### config.mk
export PLATFORM = sky130hd
export DESIGN_NAME = range_sweep_object_segmenter
export DESIGN_NICKNAME = d
export VERILOG_FILES = /design/src/hdl/rss_pkg.sv /design/src/hdl/rss_front.sv /design/src/hdl/rss_queue.sv /design/src/hdl/rss_back.sv /design/src/hdl/range_sweep_object_segmenter.sv
export VERILOG_INCLUDE_DIRS = /design/src /design/src/hdl
export SDC_FILE = /design/constraint.sdc
export NUM_CORES = 1
export LEC_CHECK = 0
export BUFFER_PORTS_ARGS = -buffer_cell sky130_fd_sc_hd__buf_2
export CORE_MARGIN = 2
export CORE_UTILIZATION = 40
export CTS_CLUSTER_SIZE = 8
export DETAILED_ROUTE_END_ITERATION = 8
export GPL_TIMING_DRIVEN = 1
export SYNTH_ARGS = -nofsm -noshare
export SYNTH_HDL_FRONTEND = slang
export SYNTH_SLANG_ARGS = --single-unit
### constraint.sdc
create_clock -name clock -period 11.8 [get_ports clock]
set_clock_uncertainty 0.05 [all_clocks]
set_input_delay 1.18 -clock clock [delete_from_list [all_inputs] [get_ports clock]]
set_output_delay 1.18 -clock clock [all_outputs]
set_load 0.01 [all_outputs]
### src/hdl/range_sweep_object_segmenter_macros.svh
// ---------------------------------------------------------------------------
// Range sweep object segmenter assertion macros
// Shared concurrent assertion helpers; empty when synthesizing.
// ---------------------------------------------------------------------------
`ifndef RANGE_SWEEP_OBJECT_SEGMENTER_MACROS_SVH
`define RANGE_SWEEP_OBJECT_SEGMENTER_MACROS_SVH

`ifndef SYNTHESIS
// same-cycle implication
`define RSS_ASSERT_IMPLIES(label, clk, rst, ante, cons) \
   label: assert property (@(posedge clk) disable iff (rst) (ante) |-> (cons)) \
      else $error("%m: implication check failed");
// next-cycle implication
`define RSS_ASSERT_NEXT(label, clk, rst, ante, cons) \
   label: assert property (@(posedge clk) disable iff (rst) (ante) |=> (cons)) \
      else $error("%m: next-cycle check failed");
`else
`define RSS_ASSERT_IMPLIES(label, clk, rst, ante, cons)
`define RSS_ASSERT_NEXT(label, clk, rst, ante, cons)
`endif

`endif

### src/hdl/rss_pkg.sv
// ---------------------------------------------------------------------------
// rss_pkg
// Types and constants shared by the range sweep object segmenter.
// ---------------------------------------------------------------------------
package rss_pkg;

   localparam int DIST_W       = 16;
   localparam int CFG_DIST_W   = 16;
   localparam int CFG_WIDTH_W  = 8;
   localparam int RUN_W        = 8;
   localparam int NUM_W        = 8;
   localparam int OUT_ANGLE_W  = 8;
   localparam int CSR_INDEX_W  = 8;
   localparam int CSR_DATA_W   = 16;
   localparam int RSP_DATA_W   = 40;

   localparam int ANGLE_BITS_DEFAULT = 8;

   localparam int QUEUE_DEPTH = 4;
   localparam int QUEUE_PTR_W = 2;
   localparam int QUEUE_CNT_W = 3;

   localparam logic [CFG_DIST_W-1:0]  MAX_RANGE_RESET = 16'd4000;
   localparam logic [CFG_DIST_W-1:0]  NEAR_TOL_RESET  = 16'd48;
   localparam logic [CFG_DIST_W-1:0]  FAR_TOL_RESET   = 16'd64;
   localparam logic [CFG_WIDTH_W-1:0] MIN_WIDTH_RESET = 8'd7;
   localparam logic [DIST_W-1:0]      SAMPLE_RESET    = 16'd4000;
   localparam logic [RUN_W-1:0]       RUN_MAX         = 8'd254;
   localparam logic [NUM_W-1:0]       COUNT_MAX       = 8'd255;
   localparam logic [RUN_W-1:0]       BEST_WIDTH_RESET = 8'hFF;

   localparam logic KIND_OBJECT   = 1'b0;
   localparam logic KIND_SMALLEST = 1'b1;

   typedef enum logic [CSR_INDEX_W-1:0] {
      CSR_MAX_RANGE = 8'd0,
      CSR_NEAR_TOL  = 8'd1,
      CSR_FAR_TOL   = 8'd2,
      CSR_MIN_WIDTH = 8'd3
   } rss_csr_type;

   typedef struct packed {
      logic                   kind;
      logic [NUM_W-1:0]       object_number;
      logic [OUT_ANGLE_W-1:0] angle;
      logic [DIST_W-1:0]      object_distance;
      logic [RUN_W-1:0]       width;
      logic                   final_of_run;
   } rss_result_type;

   // up to two results per sample, in order; a single one sits in first
   typedef struct packed {
      logic [1:0]     count;
      rss_result_type first;
      rss_result_type second;
   } rss_push_type;

endpackage

### src/hdl/rss_front.sv
// ---------------------------------------------------------------------------
// rss_front
// Classifies each sample, tracks runs and the narrowest object, and
// produces the result records for the queue.
// ---------------------------------------------------------------------------
`include "range_sweep_object_segmenter_macros.svh"

module rss_front #(
   parameter int ANGLE_BITS = rss_pkg::ANGLE_BITS_DEFAULT
) (
   input  logic                              clock,
   input  logic                              reset,
   input  logic                              accept,
   input  logic [rss_pkg::DIST_W-1:0]        distance,
   input  logic                              end_of_sweep,
   input  logic                              csr_write,
   input  logic [rss_pkg::CSR_INDEX_W-1:0]   csr_index,
   input  logic [rss_pkg::CSR_DATA_W-1:0]    csr_data,
   output rss_pkg::rss_push_type             push
);
   import rss_pkg::*;

   logic [CFG_DIST_W-1:0]  max_range_ff, max_range_in;
   logic [CFG_DIST_W-1:0]  near_tol_ff, near_tol_in;
   logic [CFG_DIST_W-1:0]  far_tol_ff, far_tol_in;
   logic [CFG_WIDTH_W-1:0] min_width_ff, min_width_in;

   logic [DIST_W-1:0]     prev_sample_ff, prev_sample_in;
   logic [DIST_W-1:0]     prev_prev_ff, prev_prev_in;
   logic                  in_object_ff, in_object_in;
   logic [RUN_W-1:0]      run_length_ff, run_length_in;
   logic [ANGLE_BITS-1:0] run_start_ff, run_start_in;
   logic [NUM_W-1:0]      object_count_ff, object_count_in;
   logic [ANGLE_BITS-1:0] sample_angle_ff, sample_angle_in;
   logic [RUN_W-1:0]      best_width_ff, best_width_in;
   logic [ANGLE_BITS-1:0] best_angle_ff, best_angle_in;
   logic [DIST_W-1:0]     best_distance_ff, best_distance_in;
   logic                  best_valid_ff, best_valid_in;

   logic [DIST_W-1:0]     diff_prev, diff_prev_prev;
   logic                  hit, report, new_best, smallest;
   logic [NUM_W-1:0]      count_inc;
   logic [RUN_W-1:0]      best_width_nx;
   logic [ANGLE_BITS-1:0] best_angle_nx;
   logic [DIST_W-1:0]     best_distance_nx;
   logic                  best_valid_nx;
   rss_result_type        obj_rec, small_rec;

   // configuration
   always_comb begin
      max_range_in = max_range_ff;
      near_tol_in  = near_tol_ff;
      far_tol_in   = far_tol_ff;
      min_width_in = min_width_ff;
      if (csr_write) begin
         case (csr_index)
            CSR_MAX_RANGE: max_range_in = csr_data;
            CSR_NEAR_TOL:  near_tol_in  = csr_data;
            CSR_FAR_TOL:   far_tol_in   = csr_data;
            CSR_MIN_WIDTH: min_width_in = csr_data[CFG_WIDTH_W-1:0];
            default: ;
         endcase
      end
   end

   always_ff @(posedge clock) begin
      if (reset) begin
         max_range_ff <= MAX_RANGE_RESET;
         near_tol_ff  <= NEAR_TOL_RESET;
         far_tol_ff   <= FAR_TOL_RESET;
         min_width_ff <= MIN_WIDTH_RESET;
      end else begin
         max_range_ff <= max_range_in;
         near_tol_ff  <= near_tol_in;
         far_tol_ff   <= far_tol_in;
         min_width_ff <= min_width_in;
      end
   end

   // classification and report records
   always_comb begin
      diff_prev      = (distance >= prev_sample_ff) ? distance - prev_sample_ff
                                                    : prev_sample_ff - distance;
      diff_prev_prev = (distance >= prev_prev_ff) ? distance - prev_prev_ff
                                                  : prev_prev_ff - distance;
      hit = (distance < max_range_ff) && (diff_prev <= near_tol_ff)
            && (diff_prev_prev <= far_tol_ff);

      report    = !hit && in_object_ff && (run_length_ff > min_width_ff);
      count_inc = (object_count_ff != COUNT_MAX) ? object_count_ff + 1'b1
                                                 : object_count_ff;
      new_best  = report && (!best_valid_ff || (run_length_ff < best_width_ff));

      best_valid_nx    = best_valid_ff | new_best;
      best_width_nx    = new_best ? run_length_ff : best_width_ff;
      best_distance_nx = new_best ? prev_sample_ff : best_distance_ff;
      best_angle_nx    = new_best
         ? run_start_ff + ANGLE_BITS'(run_length_ff >> 1)
         : best_angle_ff;
      smallest = end_of_sweep && best_valid_nx;

      obj_rec.kind            = KIND_OBJECT;
      obj_rec.object_number   = count_inc;
      obj_rec.angle           = run_start_ff[OUT_ANGLE_W-1:0];
      obj_rec.object_distance = prev_sample_ff;
      obj_rec.width           = run_length_ff + 1'b1;
      obj_rec.final_of_run    = !smallest;

      small_rec.kind            = KIND_SMALLEST;
      small_rec.object_number   = '0;
      small_rec.angle           = best_angle_nx[OUT_ANGLE_W-1:0];
      small_rec.object_distance = best_distance_nx;
      small_rec.width           = best_width_nx + 1'b1;
      small_rec.final_of_run    = 1'b1;

      push.count  = accept ? ({1'b0, report} + {1'b0, smallest}) : 2'd0;
      push.first  = report ? obj_rec : small_rec;
      push.second = small_rec;
   end

   // run state update
   always_comb begin
      prev_sample_in   = prev_sample_ff;
      prev_prev_in     = prev_prev_ff;
      in_object_in     = in_object_ff;
      run_length_in    = run_length_ff;
      run_start_in     = run_start_ff;
      object_count_in  = object_count_ff;
      sample_angle_in  = sample_angle_ff;
      best_width_in    = best_width_ff;
      best_angle_in    = best_angle_ff;
      best_distance_in = best_distance_ff;
      best_valid_in    = best_valid_ff;
      if (accept) begin
         if (end_of_sweep) begin
            prev_sample_in   = SAMPLE_RESET;
            prev_prev_in     = SAMPLE_RESET;
            in_object_in     = 1'b0;
            run_length_in    = '0;
            run_start_in     = '0;
            object_count_in  = '0;
            sample_angle_in  = '0;
            best_width_in    = BEST_WIDTH_RESET;
            best_angle_in    = '0;
            best_distance_in = '0;
            best_valid_in    = 1'b0;
         end else begin
            if (hit) begin
               if (!in_object_ff) begin
                  in_object_in  = 1'b1;
                  run_start_in  = sample_angle_ff;
                  run_length_in = 8'd1;
               end else if (run_length_ff < RUN_MAX) begin
                  run_length_in = run_length_ff + 1'b1;
               end
            end else if (in_object_ff) begin
               in_object_in  = 1'b0;
               run_length_in = '0;
            end
            if (report) begin
               object_count_in = count_inc;
            end
            prev_prev_in     = prev_sample_ff;
            prev_sample_in   = distance;
            sample_angle_in  = sample_angle_ff + 1'b1;
            best_width_in    = best_width_nx;
            best_angle_in    = best_angle_nx;
            best_distance_in = best_distance_nx;
            best_valid_in    = best_valid_nx;
         end
      end
   end

   always_ff @(posedge clock) begin
      if (reset) begin
         prev_sample_ff   <= SAMPLE_RESET;
         prev_prev_ff     <= SAMPLE_RESET;
         in_object_ff     <= 1'b0;
         run_length_ff    <= '0;
         run_start_ff     <= '0;
         object_count_ff  <= '0;
         sample_angle_ff  <= '0;
         best_width_ff    <= BEST_WIDTH_RESET;
         best_angle_ff    <= '0;
         best_distance_ff <= '0;
         best_valid_ff    <= 1'b0;
      end else begin
         prev_sample_ff   <= prev_sample_in;
         prev_prev_ff     <= prev_prev_in;
         in_object_ff     <= in_object_in;
         run_length_ff    <= run_length_in;
         run_start_ff     <= run_start_in;
         object_count_ff  <= object_count_in;
         sample_angle_ff  <= sample_angle_in;
         best_width_ff    <= best_width_in;
         best_angle_ff    <= best_angle_in;
         best_distance_ff <= best_distance_in;
         best_valid_ff    <= best_valid_in;
      end
   end

   `RSS_ASSERT_IMPLIES(a_two_results_order, clock, reset, push.count == 2'd2, push.first.kind == KIND_OBJECT && !push.first.final_of_run && push.second.final_of_run)

endmodule

### src/hdl/rss_queue.sv
// ---------------------------------------------------------------------------
// rss_queue
// Small result FIFO: up to two writes and one read per cycle.
// ---------------------------------------------------------------------------
`include "range_sweep_object_segmenter_macros.svh"

module rss_queue (
   input  logic                    clock,
   input  logic                    reset,
   input  rss_pkg::rss_push_type   push,
   output logic                    room,
   output logic                    head_valid,
   output rss_pkg::rss_result_type head,
   input  logic                    pop
);
   import rss_pkg::*;

   rss_result_type          mem [QUEUE_DEPTH];
   logic [QUEUE_PTR_W-1:0]  wr_ptr_ff, wr_ptr_in;
   logic [QUEUE_PTR_W-1:0]  rd_ptr_ff, rd_ptr_in;
   logic [QUEUE_CNT_W-1:0]  count_ff, count_in;
   logic [QUEUE_PTR_W-1:0]  wr_ptr_next;

   always_comb begin
      wr_ptr_next = wr_ptr_ff + 1'b1;
      wr_ptr_in   = wr_ptr_ff + push.count;
      rd_ptr_in   = rd_ptr_ff + QUEUE_PTR_W'(pop);
      count_in    = count_ff + QUEUE_CNT_W'(push.count) - QUEUE_CNT_W'(pop);
      // two free slots cover the worst case sample
      room        = count_ff <= QUEUE_CNT_W'(QUEUE_DEPTH - 2);
      head_valid  = count_ff != '0;
      head        = mem[rd_ptr_ff];
   end

   always_ff @(posedge clock) begin
      if (push.count != 2'd0) begin
         mem[wr_ptr_ff] <= push.first;
      end
      if (push.count == 2'd2) begin
         mem[wr_ptr_next] <= push.second;
      end
   end

   always_ff @(posedge clock) begin
      if (reset) begin
         wr_ptr_ff <= '0;
         rd_ptr_ff <= '0;
         count_ff  <= '0;
      end else begin
         wr_ptr_ff <= wr_ptr_in;
         rd_ptr_ff <= rd_ptr_in;
         count_ff  <= count_in;
      end
   end

   `RSS_ASSERT_IMPLIES(a_no_overflow, clock, reset, push.count != 2'd0, count_ff <= QUEUE_CNT_W'(QUEUE_DEPTH - 2))
   `RSS_ASSERT_IMPLIES(a_no_underflow, clock, reset, pop, count_ff != '0)
   `RSS_ASSERT_IMPLIES(a_count_bound, clock, reset, 1'b1, count_ff <= QUEUE_CNT_W'(QUEUE_DEPTH))

endmodule

### src/hdl/rss_back.sv
// ---------------------------------------------------------------------------
// rss_back
// Output register: drains the queue one transaction per cycle onto the
// result stream while the receiver is ready.
// ---------------------------------------------------------------------------
`include "range_sweep_object_segmenter_macros.svh"

module rss_back (
   input  logic                              clock,
   input  logic                              reset,
   input  logic                              head_valid,
   input  rss_pkg::rss_result_type           head,
   output logic                              pop,
   output logic                              rsp_tvalid,
   input  logic                              rsp_tready,
   output logic [rss_pkg::RSP_DATA_W-1:0]    rsp_tdata,
   output logic                              rsp_tuser,
   output logic                              rsp_tlast
);
   import rss_pkg::*;

   logic           valid_ff, valid_in;
   rss_result_type out_ff, out_in;

   always_comb begin
      pop      = head_valid && (!valid_ff || rsp_tready);
      valid_in = pop || (valid_ff && !rsp_tready);
      out_in   = pop ? head : out_ff;
   end

   always_ff @(posedge clock) begin
      if (reset) begin
         valid_ff <= 1'b0;
      end else begin
         valid_ff <= valid_in;
      end
   end

   always_ff @(posedge clock) begin
      out_ff <= out_in;
   end

   assign rsp_tvalid = valid_ff;
   assign rsp_tdata  = {out_ff.width, out_ff.object_distance, out_ff.angle,
                        out_ff.object_number};
   assign rsp_tuser  = out_ff.kind;
   assign rsp_tlast  = out_ff.final_of_run;

   `RSS_ASSERT_NEXT(a_pop_fills_output, clock, reset, pop, valid_ff)

endmodule

### src/hdl/range_sweep_object_segmenter.sv
// Path: a result is written into the queue when its sample is accepted and
// then loaded into the output register that drives rsp (a stall can hold it).
// Throughput: one sample per cycle while results drain; a sample that ends an
// object at end of sweep makes two results, and the single result port then
// sets the pace at one result per cycle.
// Reset: synchronous, active high; clears run state and loads register defaults.
// ---------------------------------------------------------------------------
// range_sweep_object_segmenter
// Segments a range sweep into objects and reports each one plus the
// narrowest object at the end of the sweep.
// ---------------------------------------------------------------------------
module range_sweep_object_segmenter #(
   parameter int ANGLE_BITS = rss_pkg::ANGLE_BITS_DEFAULT
) (
   input  logic                              clock,
   input  logic                              reset,
   // tdata: distance[15:0]
   input  logic                              req_tvalid,
   output logic                              req_tready,
   input  logic [rss_pkg::DIST_W-1:0]        req_tdata,
   input  logic                              req_tlast,
   // tdata: object_number[7:0], angle[15:8], object_distance[31:16],
   //        width[39:32]
   output logic                              rsp_tvalid,
   input  logic                              rsp_tready,
   output logic [rss_pkg::RSP_DATA_W-1:0]    rsp_tdata,
   // tuser: kind[0]
   output logic                              rsp_tuser,
   output logic                              rsp_tlast,
   input  logic                              csr_valid,
   output logic                              csr_ready,
   input  logic [rss_pkg::CSR_INDEX_W-1:0]   csr_index,
   input  logic [rss_pkg::CSR_DATA_W-1:0]    csr_data
);
   import rss_pkg::*;

   rss_push_type   push;
   rss_result_type head;
   logic           room, head_valid, pop, accept;

   assign csr_ready  = 1'b1;
   assign req_tready = room;
   assign accept     = req_tvalid && room;

   rss_front #(
      .ANGLE_BITS(ANGLE_BITS)
   ) u_front (
      .clock        (clock),
      .reset        (reset),
      .accept       (accept),
      .distance     (req_tdata),
      .end_of_sweep (req_tlast),
      .csr_write    (csr_valid),
      .csr_index    (csr_index),
      .csr_data     (csr_data),
      .push         (push)
   );

   rss_queue u_queue (
      .clock      (clock),
      .reset      (reset),
      .push       (push),
      .room       (room),
      .head_valid (head_valid),
      .head       (head),
      .pop        (pop)
   );

   rss_back u_back (
      .clock      (clock),
      .reset      (reset),
      .head_valid (head_valid),
      .head       (head),
      .pop        (pop),
      .rsp_tvalid (rsp_tvalid),
      .rsp_tready (rsp_tready),
      .rsp_tdata  (rsp_tdata),
      .rsp_tuser  (rsp_tuser),
      .rsp_tlast  (rsp_tlast)
   );

endmodule

==> results of run 1 <==
[layout by cell type, fill, tap and decap left out, drive strengths merged, types with 9 or more instances in the layout]
master / instances
a21o: 48
a21oi: 126
a22o: 88
a31oi: 9
buf: 107
clkbuf: 81
dfxtp: 202
edfxtp: 170
ha: 141
inv: 139
mux2i: 65
mux4: 42
nand2: 166
nand2b: 15
nand3: 39
nand4: 20
nor2: 123
nor2b: 19
nor3: 41
o211ai: 33
o21a: 11
o21ai: 58
o21bai: 9
o22ai: 61
o32ai: 20
or2: 9
xnor2: 34
xor2: 24
[logic make-up (layout without fill, tap and decap cells)]
kind of cell / count (synthesis) / count (layout) / share of synthesized area
adder cells (fa/ha/maj): 147 / 147 / 0.0927
AO/OA/AOI/OAI: 550 / 550 / 0.193
XOR/XNOR: 58 / 58 / 0.0250
flip-flops: 372 / 372 / 0.450
other: 1 / 1 / 0.000184
AND/OR/NAND/NOR: 474 / 474 / 0.108
buffers and inverters: 249 / 331 / 0.0481
multiplexers: 115 / 115 / 0.0829
[layout make-up]
type	instances	area, sq um	share of cell area
clock inverters	3	90.1	0.00394
clock buffers	81	1420	0.0622
inverters	140	526	0.0230
repair buffers	107	583	0.0255
well taps	672	841	0.0368
multi-input cells	1345	10200	0.448
flip-flops and latches	372	9150	0.401
[metrics by stage]
step	total power, W	setup slack [ns]
CTS	0.00385	2.82
floorplan	0.00216	3.65
global placement	0.00244	2.37
finish	0.00381	2.68
detailed placement	0.00245	2.17
global route	0.00399	2.17
[worst paths after layout]
path	from	depth (start not counted)	slack [ns]	endpoint
worst max-delay path	req_tdata[0]	27	2.68	u_queue.mem[3][20]
worst min register to register	u_queue.mem[0][38]	2	0.40	u_queue.mem[0][38]
worst max register to register	u_front.prev_prev_ff[0]	25	3.12	u_queue.mem[3][20]
worst min-delay path	u_queue.mem[0][38]	2	0.40	u_queue.mem[0][38]
[power by group]
part / leakage (nW) / internal (W) / total, W / switching, W
Combinational: 5.00 / 0.000364 / 0.000882 / 0.000518
Sequential: 3.10 / 0.00148 / 0.00154 / 0.0000612
Clock: 0.715 / 0.000821 / 0.00139 / 0.000573
Total: 8.81 / 0.00266 / 0.00381 / 0.00115
[flip-flops by register name, summed over array words and instances, names as in the netlist, 16 cells and up]
register / count
u_front.prev_sample_ff: 16
u_front.max_range_ff: 16
u_front.near_tol_ff: 16
u_queue.mem: 168
u_front.prev_prev_ff: 16
u_front.best_distance_ff: 16
u_front.far_tol_ff: 16
u_back.rsp_tdata: 40
[per-layer routing]
layer	vias to the layer above	part of all wire
li1	7411	-
met1	7620	0.46
met2	573	0.45
met3	99	0.063
met4	0	0.026
met5	-	0
[tightest hold or removal path, stage by stage, from the launching register on]
cell and delay [ns]:
dfxtp_1 0.32, nand2_1 0.04, o21ai_0 0.05
==> flow_summary.yaml, run 1 <==
status:
  status: "finished, final reports clean"
die:
  start_util: 0.405
  die_h_um: 229
  fp.dieW_um: 229
  ios: 91
  core-area_sq_um: 50200
  rows: 82
  die_area_sq_um: 52700
clock_tree:
  cts.path.max_buffers: 3
  cts_tree: "yes"
  clk_pin_slew_worst_paths_ns: 0.05
  hold_buffers: 0
  cts_root_buffer: "clkbuf_16"
  cts_buffers: 52
  worstSkewPairLatency_ns: 0.62
  htree_levels: 2
  post_cts_resized: 0
  post_cts_buffers: 0
  cts.sink_count: 372
global_routing:
  grt_max_degree: 94
  grtUsageMet1: 0.310
  grt_pass1_vias: 15300
  grtUsageMet3: 0.0296
  track_usage: 0.218
  grtUsageMet2: 0.343
  antenna_found_initial: 0
  overflow: 0
  grt-busiest-layer: "met2"
  grt_first_pass_wirelength_um: 90200
placed_design:
  place_area_sq_um: 21300
  place.gp.congestion: 0.950
  dpl.cell_count: 2636
  dpl.hpwl_um: 41400
  port_buffers: 89
detailed_routing:
  wire_per_inst_um: 21.3
  vias_per_cell: 5.77
  drc: 0
  drtIter0Drc: 1469
  vias: 15700
  drt_wl_total_um: 57900
  firstDrtPassIters: 5
  antenna_left: 0
cells_and_area:
  fin_nets: 2211
  final_cells: 2720
  antenna_cells: 0
  fin_area_sq_um: 22800
  area_delta_synth_final_pct: 12.3
  fill_cells: 4648
  layout-drive-gt1-share: 0.121
  fin_util: 0.455
logic_synthesis:
  yosysTopAreaCell: "edfxtp_1"
  synth_seq_cells: 372
  synth-seq-area-share: 0.450
  synthCells: 1966
  yosysMostFrequentCell: "dfxtp_1"
  netlist_area_sq_um: 20300
  netlist_top_cells_count: "202 x dfxtp_1, 170 x edfxtp_1, 166 x nand2_1"
  async_flop_share: 0
  synthTopCellsByArea: "edfxtp_1 25%, dfxtp_1 20%, ha_1 8.7%, mux4_2 4.7%, a22o_1 3.8%"
  avgSynthCellArea_sq_um: 10.3
  synth_edf_count: 170
  synth_nets: 2159
  synthDistinctLibCells: 90
  yosys_warnings: 0
  netlist.area_leader.share: 0.251
  ys.flop_type: "dfxtp_1"
timing:
  slew_headroom: 0.216
  tns_ns: 0
  fin_crit_ns: 9.12
  hold_viol: 0
  finalSetupViolations: 0
  fin_crit_sh: 0.773
  rsz0062_at_grt: "no"
  slew_violations: 0
  tightest_slew_ns: 1.17
  whs_ns: 0.403
  max_freq_ghz: 0.110
critical_path:
  cp.arrival_ns: 9.42
  crit_type: "primary input to register"
  crit_required_ns: 12.10
  slowest_stage: "a221oi_4"
  critPathMaxFanout: 27
  max_stage_delay_ns: 0.97
  crit_path_end_kind: "register"
  crit_top_cell: "ha_1"
  worstSetupStartpointType: "primary input"
  cp_top_family: "compound AO/OA/AOI/OAI gates"
  critPathBufInv: 4
power_and_ir_drop:
  power_density_nw_per_um2: 167
  ir_worst_vdd_mv: 0.112
  p_leak_nw: 8.81
hold_path:
  hp-class: "register to register"
job:
  cap_violations: 0
Note: power is estimated with default switching activity, not from simulation.
==> inputs of run 2 (changes only) <==
- clock period: 11.8 -> 7.7 ns (I/O delays scaled with it)
==> run 2 against run 1 <==
Against the previous run: first-iteration DRC count up 2.9%; count of clock-buffer cells in the layout up 1; register-to-register slack worse by 2.6 ns; largest power group unchanged.
==> flow_summary.yaml, run 2 (synthesis results as in run 1) <==
timing:
  fin_crit_sh: 0.933
  fin_crit_ns: 7.19
  rsz0062_at_grt: "no"
  tightest_slew_ns: 1.25
  max_freq_ghz: 0.139
  tns_ns: 0
  layout_setup_ws_ns: 0.514
  finalSetupViolations: 0
  slew_headroom: 0.166
  slew_violations: 0
  hold_viol: 0
clock_tree:
  post_cts_resized: 0
  cts_tree: "yes"
  cts.sink_count: 372
  cts_root_buffer: "clkbuf_16"
  hold_buffers: 0
  clk_pin_slew_worst_paths_ns: 0.05
  htree_levels: 2
  cts_buffers: 53
  post_cts_buffers: 0
  cts.path.max_buffers: 3
  worstSkewPairLatency_ns: 0.62
hold_path:
  hold_depth: 2
  hp-class: "primary input to register"
  holdCritStartpoint: "reset"
  hold_end: "u_back.rsp_tvalid"
critical_path:
  critPathBufInv: 4
  cp.arrival_ns: 7.58
  critPathMaxFanout: 17
  max_stage_delay_ns: 0.68
  crit_required_ns: 8.10
  rr_endpoint: "u_queue.mem[1][12]"
  reg2reg_depth: 25
  crit_path_end_kind: "register"
  crit_type: "register to register"
  cp.depth: 25
  slowest_stage: "nor2_2"
  r2r_start: "u_front.prev_prev_ff[0]"
  cp_top_family: "compound AO/OA/AOI/OAI gates"
  regToRegSetupSlack_ns: 0.51
  worstSetupStartpointType: "register"
  crit_top_cell: "ha_1"
detailed_routing:
  wire_per_inst_um: 21.7
  antenna_left: 0
  drt_wl_total_um: 60400
  routed-wl-met2_um: 27200
  met1_length_um: 27500
  wl_met3_um: 3910
  drtIter0Drc: 1511
  highest_layer: "met5"
  vias_per_cell: 5.72
  drc: 0
  vias: 15900
  firstDrtPassIters: 5
die:
  core-area_sq_um: 50200
  die_h_um: 229
  fp.dieW_um: 229
  ios: 91
  rows: 82
  start_util: 0.405
  die_area_sq_um: 52700
cells_and_area:
  fin_util: 0.466
  multi_input_comb_area_sq_um: 10200
  largest_reg_flops: 168
  fill_cells: 4757
  final_cell_mix: "200 x dfxtp_1, 170 x edfxtp_1, 165 x nand2_1"
  antenna_cells: 0
  regMostFlops: "u_queue.mem"
  seqCellArea_sq_um: 9150
  final_cells: 2779
  fin_nets: 2268
  final_common_cell: "dfxtp_1"
  area_delta_synth_final_pct: 14.9
  layout-drive-gt1-share: 0.149
job:
  cap_violations: 0
placed_design:
  place_ws_ns: -0.131
  place.gp.congestion: 0.966
  dpl.cell_count: 2692
  port_buffers: 89
  dpl.hpwl_um: 44000
global_routing:
  overflow: 0
  grt_pass1_vias: 15800
  track_usage: 0.229
  grt_max_degree: 93
  grt_first_pass_wirelength_um: 93800
  antenna_found_initial: 1
power_and_ir_drop:
  ir_worst_vdd_mv: 0.176
  p_leak_nw: 9.10
  power_density_nw_per_um2: 256
status:
  status: "finished, final reports clean"
## run 2: how the worst max path moves through the flow
stage | startpoint | endpoint
floorplan | req_tdata[0] | u_queue.mem[3][1]
global placement | req_tdata[0] | u_queue.mem[1][15]
detailed placement | req_tdata[0] | u_queue.mem[1][19]
CTS | u_front.prev_prev_ff[0] | u_queue.mem[2][12]
global route | u_front.prev_prev_ff[0] | u_queue.mem[0][24]
finish | u_front.prev_prev_ff[0] | u_queue.mem[1][12]
## run 2: area by class of cell
cell class / instances / area share
multi-input combinational: 1345 / 0.438
sequential: 372 / 0.392
clock buffer: 82 / 0.0623
timing repair buffer: 163 / 0.0445
tap: 672 / 0.0360
inverter: 140 / 0.0228
clock inverter: 5 / 0.00450
## run 2: metal layers
| layer | vias to the layer above | GRT usage |
|---|---|---|
| met5 | - | 0 |
| met4 | 2 | 0.0789 |
| met3 | 109 | 0.0397 |
| met2 | 568 | 0.357 |
| met1 | 7694 | 0.319 |
| li1 | 7515 | - |
## run 2: power breakdown
group	internal, W	total [W]	switching (W)
clock network	0.00132	0.00221	0.000890
logic	0.000575	0.00140	0.000829
registers	0.00227	0.00236	0.0000908
## run 2: worst reg2reg max path, cell delays in order, from the launching register on
cell and delay, ns:
dfxtp_1 0.37, ha_1 0.18, inv_1 0.06, fa_1 0.38
a21o_1 0.23, a2111oi_4 0.35, o21a_2 0.23, o21ai_2 0.08
a221oi_4 0.52, buf_4 0.27, o211ai_1 0.11, a31oi_1 0.22
xnor2_1 0.15, ha_1 0.28, nand4_1 0.15, nor4_1 0.09
a21boi_1 0.14, o41ai_2 0.62, a31o_2 0.33, inv_2 0.06
buf_4 0.17, ha_1 0.42, nor4_1 0.49, a21oi_1 0.19
nor2_2 0.68, a22o_1 0.23
## run 2: per-stage QoR
step | hold slack [ns] | cell area, sq um | power (W)
after detailed placement | 0.390 | 21800 | 0.00381
after CTS | 0.348 | 23400 | 0.00603
after global placement | 0.379 | 21800 | 0.00380
final | 0.375 | 23400 | 0.00597
after floorplan | 0.370 | 20300 | 0.00332
after global routing | 0.381 | 23400 | 0.00626
==> inputs of run 3 (changes only) <==
==> constraint.sdc (replaced) <==
create_clock -name clock -period 7.7 [get_ports clock]
set_clock_uncertainty 0.05 [all_clocks]
set_input_delay 0.385 -clock clock [delete_from_list [all_inputs] [get_ports clock]]
set_output_delay 0.385 -clock clock [all_outputs]
set_load 0.01 [all_outputs]
==> run 3 against run 2 <==
Against the previous run: sequential share of layout area is 0.21 points higher; cell area is 0.52% lower; fmax is 1.0% lower; via count is 0.37% lower; non-clock buffer count is 12 lower; flip-flop and latch count stayed put; combinational power hardly changed; critical endpoint is now u_queue.mem[2][20]; clock power is 2% lower; critical path depth is 1 higher.
==> flow_summary.yaml, run 3 (synthesis results as in run 1) <==
status:
  status: "finished, final reports clean"
power_and_ir_drop:
  p_sw_w: 0.00178
  seqPwrFrac: 0.398
  comb_power_share: 0.236
  power_density_nw_per_um2: 253
  p_leak_nw: 9.04
  p_int_w: 0.00411
  ir_worst_vdd_mv: 0.183
  pwr-share-clk: 0.366
  total_power_w: 0.00589
  swShare: 0.302
detailed_routing:
  drtIter0Drc: 1299
  vias: 15800
  drc: 0
  antenna_left: 0
  drt_wl_total_um: 59600
  firstDrtPassIters: 5
  vias_per_cell: 5.72
  wire_per_inst_um: 21.6
clock_tree:
  cts_tree: "yes"
  cts_buffers: 53
  htree_levels: 2
  worstSkewPairLatency_ns: 0.61
  cts.sink_count: 372
  clk_pin_slew_worst_paths_ns: 0.05
  cts.path.max_buffers: 3
  cts_root_buffer: "clkbuf_16"
  post_cts_buffers: 0
timing:
  tightest_slew_ns: 1.28
  fin_crit_ns: 7.26
  tns_ns: 0
  slew_violations: 0
  whs_ns: 0.0274
  max_freq_ghz: 0.138
  hold_viol: 0
  rsz0062_at_grt: "no"
  fin_crit_sh: 0.943
  slew_headroom: 0.143
  finalSetupViolations: 0
cells_and_area:
  final_cell_mix: "200 x dfxtp_1, 170 x edfxtp_1, 165 x nand2_1"
  layout-drive-gt1-share: 0.137
  fin_nets: 2256
  regMostFlops: "u_queue.mem"
  final_common_cell: "dfxtp_1"
  largest_reg_flops: 168
  antenna_cells: 0
  area_delta_synth_final_pct: 14.3
critical_path:
  regToRegSetupSlack_ns: 0.44
  critPathBufInv: 4
  cp.arrival_ns: 7.68
  slowest_stage: "o22ai_2"
  cp_top_family: "compound AO/OA/AOI/OAI gates"
  max_stage_delay_ns: 0.68
  worstSetupStartpointType: "register"
  crit_type: "register to register"
  crit_top_cell: "ha_1"
  crit_required_ns: 8.12
  crit_path_end_kind: "register"
  critPathMaxFanout: 16
die:
  core-area_sq_um: 50200
  fp.dieW_um: 229
  die_h_um: 229
  rows: 82
  ios: 91
  start_util: 0.405
  die_area_sq_um: 52700
global_routing:
  grt_pass1_vias: 15800
  overflow: 0
  antenna_found_initial: 0
  grt_first_pass_wirelength_um: 93100
  track_usage: 0.226
  grt_max_degree: 75
job:
  cap_violations: 0
placed_design:
  place.gp.congestion: 0.923
  dpl.hpwl_um: 43300
  port_buffers: 89
hold_path:
  hp-class: "primary input to register"
## run 3: cell count changes in the layout (fill, tap and decap cells not counted), moves of 2 or more
cell           change
buf_4             -20
dlygate4sd3_1      +9
inv_1              +2
nor2_1             +2
nor2_2             -2
## run 3: final cells by class
| type | count | area (sq um) |
|---|---|---|
| Sequential cell | 372 | 9150 |
| Multi-Input combinational cell | 1345 | 10200 |
| Inverter | 140 | 526 |
| Timing Repair Buffer | 151 | 961 |
| Fill cell | 4707 | 26900 |
| Clock inverter | 5 | 82.6 |
| Clock buffer | 81 | 1440 |
| Tap cell | 672 | 841 |
## run 3: power by group through the flow
stage               logic, W  clock network, W  registers (W)
floorplan           0.000888                 0        0.00243
global placement     0.00138                 0        0.00238
detailed placement   0.00139                 0        0.00239
CTS                  0.00140           0.00221        0.00235
global route         0.00154           0.00229        0.00236
finish               0.00139           0.00216        0.00235
## run 3: final timing paths
path	from	end	cells after the start
min	csr_data[14]	u_front.near_tol_ff[14]	3
max reg2reg	u_front.prev_prev_ff[0]	u_queue.mem[2][20]	26
min reg2reg	u_queue.mem[1][35]	u_queue.mem[1][35]	2
max	u_front.prev_prev_ff[0]	u_queue.mem[2][20]	26
## run 3: timing repair
item,in CTS,in global routing
endpoints found under the hold margin,14,0
gates resized for setup,0,2
setup endpoints to repair,0,50
hold buffers,9,0
## run 3: metrics by stage
| step | instances | utilization | instance area, sq um | worst slack (ns) |
|---|---|---|---|---|
| after floorplan | 1966 | - | 20300 | 0.348 |
| after global placement | 2671 | 0.431 | 21600 | 0.0709 |
| final | 2766 | 0.463 | 23200 | 0.441 |
| after CTS | 2766 | 0.463 | 23200 | 0.310 |
| after detailed placement | 2671 | 0.431 | 21600 | 0.0476 |
| after global routing | 2766 | 0.463 | 23200 | 0.0360 |
## run 3: metal layers
layer  GRT usage  vias to the layer above  routed length, um
li1            -                     7507                  -
met1       0.313                     7735              27200
met2       0.356                      490              27200
met3      0.0422                       98               3510
met4      0.0753                        0               1730
met5           0                        -                  0
## run 3: worst reg2reg max path, cell delays in order, from the launching register on
cell and delay, ns:
dfxtp_1 0.35, ha_1 0.17, inv_1 0.06, fa_1 0.40, a21o_1 0.24, a2111oi_4 0.36, o21a_2 0.24, o21ai_2 0.08
a221oi_4 0.29, buf_4 0.26, mux2_2 0.36, a31oi_1 0.18, xnor2_1 0.13, ha_1 0.34, nand4_1 0.20, nor4_2 0.38
a21boi_1 0.29, o41ai_4 0.16, a31o_2 0.26, inv_2 0.07, buf_4 0.16, ha_1 0.23, nand2_1 0.26, nor3_1 0.56
nor2_2 0.11, o22ai_2 0.68, a22o_1 0.28
